--- config.mk ---
export PLATFORM = sky130hd
export DESIGN_NAME = priority_round_robin_scheduler_top
export DESIGN_NICKNAME = d
export VERILOG_FILES = /design/src/prrs_pkg.sv /design/src/priority_round_robin_scheduler_top.sv
export SDC_FILE = /design/constraint.sdc
export NUM_CORES = 1
export LEC_CHECK = 0
export ABC_AREA = 1
export BUFFER_PORTS_ARGS = -buffer_cell sky130_fd_sc_hd__buf_2
export CAP_MARGIN = 40
export CORE_MARGIN = 2
export CORE_UTILIZATION = 40
export DETAILED_ROUTE_END_ITERATION = 8
export SLEW_MARGIN = 0
export SYNTH_ARGS = -nofsm -noshare
export SYNTH_HDL_FRONTEND = slang
export SYNTH_SLANG_ARGS = --single-unit
--- constraint.sdc ---
create_clock -name clk -period 8.33 [get_ports clk]
set_input_delay 1.666 -clock clk [delete_from_list [all_inputs] [get_ports clk]]
set_output_delay 1.666 -clock clk [all_outputs]
set_load 0.005 [all_outputs]
--- src/prrs_pkg.sv ---
// shared types and command codes for the priority round-robin scheduler
package prrs_pkg;

  localparam logic CMD_ADD      = 1'b0;
  localparam logic CMD_DISPATCH = 1'b1;

  localparam logic [15:0] QUANTUM_RESET = 16'd10;

  typedef struct packed {
    logic        cmd;
    logic [7:0]  task_id;
    logic [3:0]  priority_req;
    logic [15:0] burst_length;
  } in_item_t;

  typedef struct packed {
    logic [7:0]  ran_task;
    logic [15:0] slice_length;
    logic [15:0] remaining_burst;
    logic        task_done;
    logic        idle;
    logic        add_rejected;
  } out_item_t;

endpackage

--- src/priority_round_robin_scheduler_top.sv ---
// priority round-robin scheduler: linked-list queues per level over a shared task store
//
//   channel  direction  handshake            payload
//   in_      input      in_valid / in_stall   prrs_pkg::in_item_t
//   out_     output     out_valid / out_stall prrs_pkg::out_item_t
//   cfg_     input      cfg_wr_en             cfg_wr_data (time quantum)
//
// one item per cycle sustained while no result stall holds the flow; each item is
// registered in the input register, where the free-slot search, level priority
// encode and queue pop/push run, then sits in the result register, whose out_valid
// shows it until it transfers out.
// reset (synchronous, rst_n low) empties every level, frees every slot and sets
// the quantum to 10; no clearing pass is needed.
// a stalled result holds the input register, and in_stall rises behind it.
module priority_round_robin_scheduler_top #(
  parameter int LEVELS     = 10,
  parameter int TASK_SLOTS = 16
) (
  input  logic                 clk,
  input  logic                 rst_n,
  input  logic                 in_valid,
  output logic                 in_stall,
  input  prrs_pkg::in_item_t   in_data,
  output logic                 out_valid,
  input  logic                 out_stall,
  output prrs_pkg::out_item_t  out_data,
  input  logic                 cfg_wr_en,
  input  logic [15:0]          cfg_wr_data
);
  import prrs_pkg::*;

  localparam int SLOT_W = (TASK_SLOTS > 1) ? $clog2(TASK_SLOTS) : 1;
  localparam int LV_W   = (LEVELS > 1) ? $clog2(LEVELS) : 1;

  // task store
  logic [7:0]        slot_task_r  [TASK_SLOTS];
  logic [15:0]       slot_burst_r [TASK_SLOTS];
  logic [SLOT_W-1:0] slot_link_r  [TASK_SLOTS];
  logic [7:0]        slot_task_nxt  [TASK_SLOTS];
  logic [15:0]       slot_burst_nxt [TASK_SLOTS];
  logic [SLOT_W-1:0] slot_link_nxt  [TASK_SLOTS];
  logic [TASK_SLOTS-1:0] has_next_r, has_next_nxt;
  logic [TASK_SLOTS-1:0] free_r, free_nxt;

  // level queues
  logic [SLOT_W-1:0] front_r [LEVELS];
  logic [SLOT_W-1:0] back_r  [LEVELS];
  logic [SLOT_W-1:0] front_nxt [LEVELS];
  logic [SLOT_W-1:0] back_nxt  [LEVELS];
  logic [LEVELS-1:0] busy_r, busy_nxt;

  logic [15:0] quantum_r;

  in_item_t  item_r;
  logic      item_v_r;
  out_item_t res_r, res_nxt;
  logic      res_v_r;
  logic      advance;

  // work logic
  logic              free_found;
  logic [SLOT_W-1:0] free_slot;
  logic              lv_found;
  logic [LV_W-1:0]   disp_lv;
  logic [LV_W-1:0]   add_lv;
  logic [SLOT_W-1:0] s;
  logic [SLOT_W-1:0] b;
  logic [15:0]       q, burst, slice, rem;

  assign advance  = item_v_r && (!res_v_r || !out_stall);
  assign in_stall = item_v_r && !advance;
  assign out_valid = res_v_r;
  assign out_data  = res_r;

  always_comb begin
    free_found = 1'b0;
    free_slot  = '0;
    for (int i = TASK_SLOTS - 1; i >= 0; i--) begin
      if (free_r[i]) begin
        free_found = 1'b1;
        free_slot  = SLOT_W'(i);
      end
    end
    lv_found = 1'b0;
    disp_lv  = '0;
    for (int i = 0; i < LEVELS; i++) begin
      if (busy_r[i]) begin
        lv_found = 1'b1;
        disp_lv  = LV_W'(i);
      end
    end
  end

  // priority saturates to 1..LEVELS
  always_comb begin
    if (item_r.priority_req == 4'd0) begin
      add_lv = '0;
    end else if (32'(item_r.priority_req) > LEVELS) begin
      add_lv = LV_W'(LEVELS - 1);
    end else begin
      add_lv = LV_W'(item_r.priority_req - 4'd1);
    end
  end

  assign s     = front_r[disp_lv];
  assign b     = back_r[disp_lv];
  assign q     = (quantum_r == 16'd0) ? 16'd1 : quantum_r;
  assign burst = slot_burst_r[s];
  assign slice = (burst <= q) ? burst : q;
  assign rem   = burst - slice;

  always_comb begin
    slot_task_nxt  = slot_task_r;
    slot_burst_nxt = slot_burst_r;
    slot_link_nxt  = slot_link_r;
    has_next_nxt   = has_next_r;
    free_nxt       = free_r;
    front_nxt      = front_r;
    back_nxt       = back_r;
    busy_nxt       = busy_r;
    res_nxt        = '0;
    if (item_r.cmd == CMD_ADD) begin
      if (!free_found) begin
        res_nxt.add_rejected = 1'b1;
      end else begin
        free_nxt[free_slot]       = 1'b0;
        slot_task_nxt[free_slot]  = item_r.task_id;
        slot_burst_nxt[free_slot] = item_r.burst_length;
        if (busy_r[add_lv]) begin
          slot_link_nxt[free_slot] = front_r[add_lv];
          has_next_nxt[free_slot]  = 1'b1;
        end else begin
          has_next_nxt[free_slot] = 1'b0;
          back_nxt[add_lv]        = free_slot;
          busy_nxt[add_lv]        = 1'b1;
        end
        front_nxt[add_lv] = free_slot;
      end
    end else if (!lv_found) begin
      res_nxt.idle = 1'b1;
    end else begin
      res_nxt.ran_task     = slot_task_r[s];
      res_nxt.slice_length = slice;
      has_next_nxt[s]      = 1'b0;
      // pop the front
      if (has_next_r[s]) begin
        front_nxt[disp_lv] = slot_link_r[s];
      end else begin
        busy_nxt[disp_lv] = 1'b0;
      end
      if (rem == 16'd0) begin
        free_nxt[s]       = 1'b1;
        res_nxt.task_done = 1'b1;
      end else begin
        // rotate to the back of the same level
        slot_burst_nxt[s]       = rem;
        res_nxt.remaining_burst = rem;
        if (has_next_r[s]) begin
          slot_link_nxt[b] = s;
          has_next_nxt[b]  = 1'b1;
        end else begin
          front_nxt[disp_lv] = s;
          busy_nxt[disp_lv]  = 1'b1;
        end
        back_nxt[disp_lv] = s;
      end
    end
  end

  always_ff @(posedge clk) begin
    if (!rst_n) begin
      item_v_r   <= 1'b0;
      res_v_r    <= 1'b0;
      quantum_r  <= QUANTUM_RESET;
      busy_r     <= '0;
      free_r     <= '1;
      has_next_r <= '0;
    end else begin
      if (cfg_wr_en) begin
        quantum_r <= cfg_wr_data;
      end
      if (!in_stall) begin
        item_v_r <= in_valid;
      end
      if (advance) begin
        res_v_r    <= 1'b1;
        busy_r     <= busy_nxt;
        free_r     <= free_nxt;
        has_next_r <= has_next_nxt;
      end else if (!out_stall) begin
        res_v_r <= 1'b0;
      end
    end
  end

  always_ff @(posedge clk) begin
    if (!in_stall && in_valid) begin
      item_r <= in_data;
    end
    if (advance) begin
      res_r          <= res_nxt;
      slot_task_r    <= slot_task_nxt;
      slot_burst_r   <= slot_burst_nxt;
      slot_link_r    <= slot_link_nxt;
      front_r        <= front_nxt;
      back_r         <= back_nxt;
    end
  end

`ifndef ASSERT_OFF
  // with every level empty no slot may be held
  a_empty_all_free: assert property (@(posedge clk) disable iff (!rst_n)
    (busy_r == '0) |-> (free_r == '1))
    else $error("slot held while every level is empty");

  a_idle_clean: assert property (@(posedge clk) disable iff (!rst_n)
    (out_valid && out_data.idle) |->
      (out_data.slice_length == 16'd0 && !out_data.task_done && out_data.ran_task == 8'd0))
    else $error("idle result carries task data");

  a_done_no_rem: assert property (@(posedge clk) disable iff (!rst_n)
    (out_valid && out_data.task_done) |-> (out_data.remaining_burst == 16'd0))
    else $error("finished task reports remaining burst");

  a_stall_cause: assert property (@(posedge clk) disable iff (!rst_n)
    in_stall |-> (item_v_r && res_v_r && out_stall))
    else $error("input stalled without a blocked result");

  a_one_per_transfer: assert property (@(posedge clk) disable iff (!rst_n)
    (out_valid && out_stall) |=> (out_valid && $stable(res_r)))
    else $error("held result lost or changed");
`endif

endmodule

==> flow_metrics.tcl <==
set metrics [dict create \
    synth_top_area_frac 0.548 \
    io_pins 95 \
    grt_pass1_vias 26800 \
    r2r_slack_ps 510 \
    design_area_um2 37200 \
    cts_tree "yes" \
    max-cap-violations 0 \
    io_buffers 94 \
    fin_util 0.456 \
    synth_edf_count 600 \
    finalCritPeriodShare 0.939 \
    drt_iter0_markers 3576 \
    ir_drop_uv 659 \
    cts_buffer_depth 3 \
    yosys.area.top_type "edfxtp_1" \
    syn-cell-area_um2 32900 \
    holdWs_ps 494 \
    initial_utilization 0.402 \
    fin_nets 3501 \
    routed-via-count 28000 \
    reg2reg_depth 40 \
    hold_class "reg -> reg" \
    r2r_start "busy_r[4]" \
    clkSlewWorstSetupHoldPaths_ps 60 \
    crit_top_cell "nand2_1" \
    drc 0 \
    hold_depth 2 \
    holdCritStartpoint "free_r[2]" \
    fillers 7748 \
    clock_latency_ps 630 \
    gp_congestion 0.979 \
    avgSynthCellArea_um2 9.76 \
    p_total_mw 14.8 \
    r2r-end "slot_link_r[50]" \
    routed_via_density 6.14 \
    grt_use_total 0.267 \
    tns_ps 0 \
    ys_ff_latch 660 \
    grt-ovfl-total 0 \
    hold_end "free_r[2]" \
    slew_viol_final 0 \
    max_clock_freq_ghz 0.128 \
    setup_ws_ps 508 \
    dp.cells 4411 \
    final.min_clock_period_ps 7820 \
    num_rows 105 \
    crit_start "busy_r[4]" \
    htreeDepth 3 \
    crit_type "reg -> reg" \
    rsz0062_at_grt "false" \
    grt_max_degree 83 \
    synth.area.top_cells "edfxtp_1, o22ai_1, nand2_1, a22oi_1, dfxtp_1" \
    clock-root-buffer "clkbuf_16" \
    drive_gt1_frac 0.117 \
    final_cell_mix "nand2_1, edfxtp_1, o22ai_1" \
    fin_skew_ps 22.6 \
    critical_path.slowest_cell "or4_1" \
    detail-route-antenna-nets 0 \
    critPathRequiredTime_ps 8610 \
    cp_slowest_stage_delay_ps 640 \
    p_leak_nw 13.8 \
    cts_sinks 660 \
    totalWireLength_mm 116 \
    worst_slew_pin_slew_ps 941 \
    hold_viol 0 \
    cp_max_fo 28 \
    firstDrtPassIters 6 \
    antenna_found_initial 0 \
    grt_pass1_wl_mm 171 \
    routedWlPerCell_um 25.4 \
    die_x_um 291 \
    synth.yosys.seq_area_share 0.585 \
    coreArea_um2 81700 \
    async_reset_ff_frac 0 \
    synth_nets 3448 \
    outcome "completed" \
    die-area_um2 84500 \
    slew_headroom 0.372 \
    cp-start-kind "flip-flop" \
    dp_hpwl_mm 81.2 \
    place_ws_ps -107 \
    synth_cell_types 63 \
    synthCells 3369 \
    ys.flop_type "edfxtp_1" \
    numCtsBuffers 73 \
    fp.dieH_um 291 \
    ys_warn_count 0 \
    placed_area_um2 34700 \
    n_antenna_cell 0 \
    finalNonFillerCells 4553 \
    end_kind "flip-flop" \
    powerDensity_nw_per_um2 398 \
    area_growth_pct 13.3 \
    arrival_ps 8110 \
    setup_viol 0 \
]
## cell usage after synthesis, drive strengths merged (5+ instances only)
master / count
buf: 54
clkinv: 9
edfxtp: 600
a21oi: 190
o32ai: 5
o21ai: 241
or4: 11
o31ai: 15
nor4: 8
a22oi: 168
a31oi: 13
a211oi: 9
inv: 290
o22ai: 364
ha: 28
o211ai: 6
clkbuf: 173
nor3: 20
nand3b: 20
dfxtp: 60
nand3: 140
mux2i: 5
nor2: 258
nand4: 17
o41a: 8
nand2: 624
## cells by family (layout without fill, tap and decap cells)
group	count (synthesis)	count (layout)	share of synthesized area
DFF	660	660	0.585
adders and majority gates	29	29	0.0113
and+or+nand+nor	1103	1103	0.145
muxes	5	5	0.00152
buffers and inverters	526	640	0.0630
AOI/OAI and AO/OA	1045	1045	0.194
xor gates and xnor gates	1	1	0.000267
## how the worst max path moves through the flow
stage	endpoint	slack, ps	depth (start not counted)
finish	slot_link_r[50]	510	40
global route	back_r[8]	10	48
CTS	slot_burst_r[237]	30	44
detailed placement	slot_burst_r[226]	-110	45
global placement	slot_burst_r[226]	8	45
floorplan	slot_burst_r[0]	570	49
## critical path: cells and delay by family (launching register included)
family,cells,cell delay [ps]
and+or+nand+nor,24,3750
AOI/OAI and AO/OA,7,1400
buffers and inverters,6,980
adders and majority gates,3,900
DFF,1,350
## power by group
part	total [mW]	switching (mW)	internal, mW
Clock	3.21	1.37	1.85
Combinational	7.70	5.66	2.03
Sequential	3.91	0.0656	3.84
## timing repair
| item | CTS | global route |
|---|---|---|
| endpoints found under the setup margin | 318 | 413 |
| pin swaps | 0 | 1 |
| gates resized for setup | 7 | 21 |
| buffers inserted | 0 | 6 |
| hold buffers | 0 | 0 |
| endpoints found under the hold margin | 0 | 0 |
## state kept, by name, summed over array words and instances, names as in the netlist, named ones only
| signal | flops |
|---|---|
| slot_burst_r | 256 |
| slot_task_r | 128 |
| slot_link_r | 64 |
| out_data | 43 |
| back_r | 40 |
| front_r | 40 |
| item_r | 29 |
| free_r | 16 |
| quantum_r | 16 |
| busy_r | 10 |
| item_v_r | 1 |
| out_valid | 1 |
## final cells by class
type,instances,area (µm²),share of cell area
clock inverters,39,340,0.00914
inverters,299,1150,0.0308
repair buffers,205,1490,0.0401
flip-flops and latches,660,19200,0.516
multi-input cells,2183,11700,0.314
clock buffers,97,2020,0.0543
well taps,1070,1340,0.0360
## routing by layer
metal,global-route usage,wire length [µm]
met2,0.439,54800
met5,0,0
met4,0.130,5920
met3,0.0375,9770
met1,0.346,45400
Power figures use the tool's default switching activity.
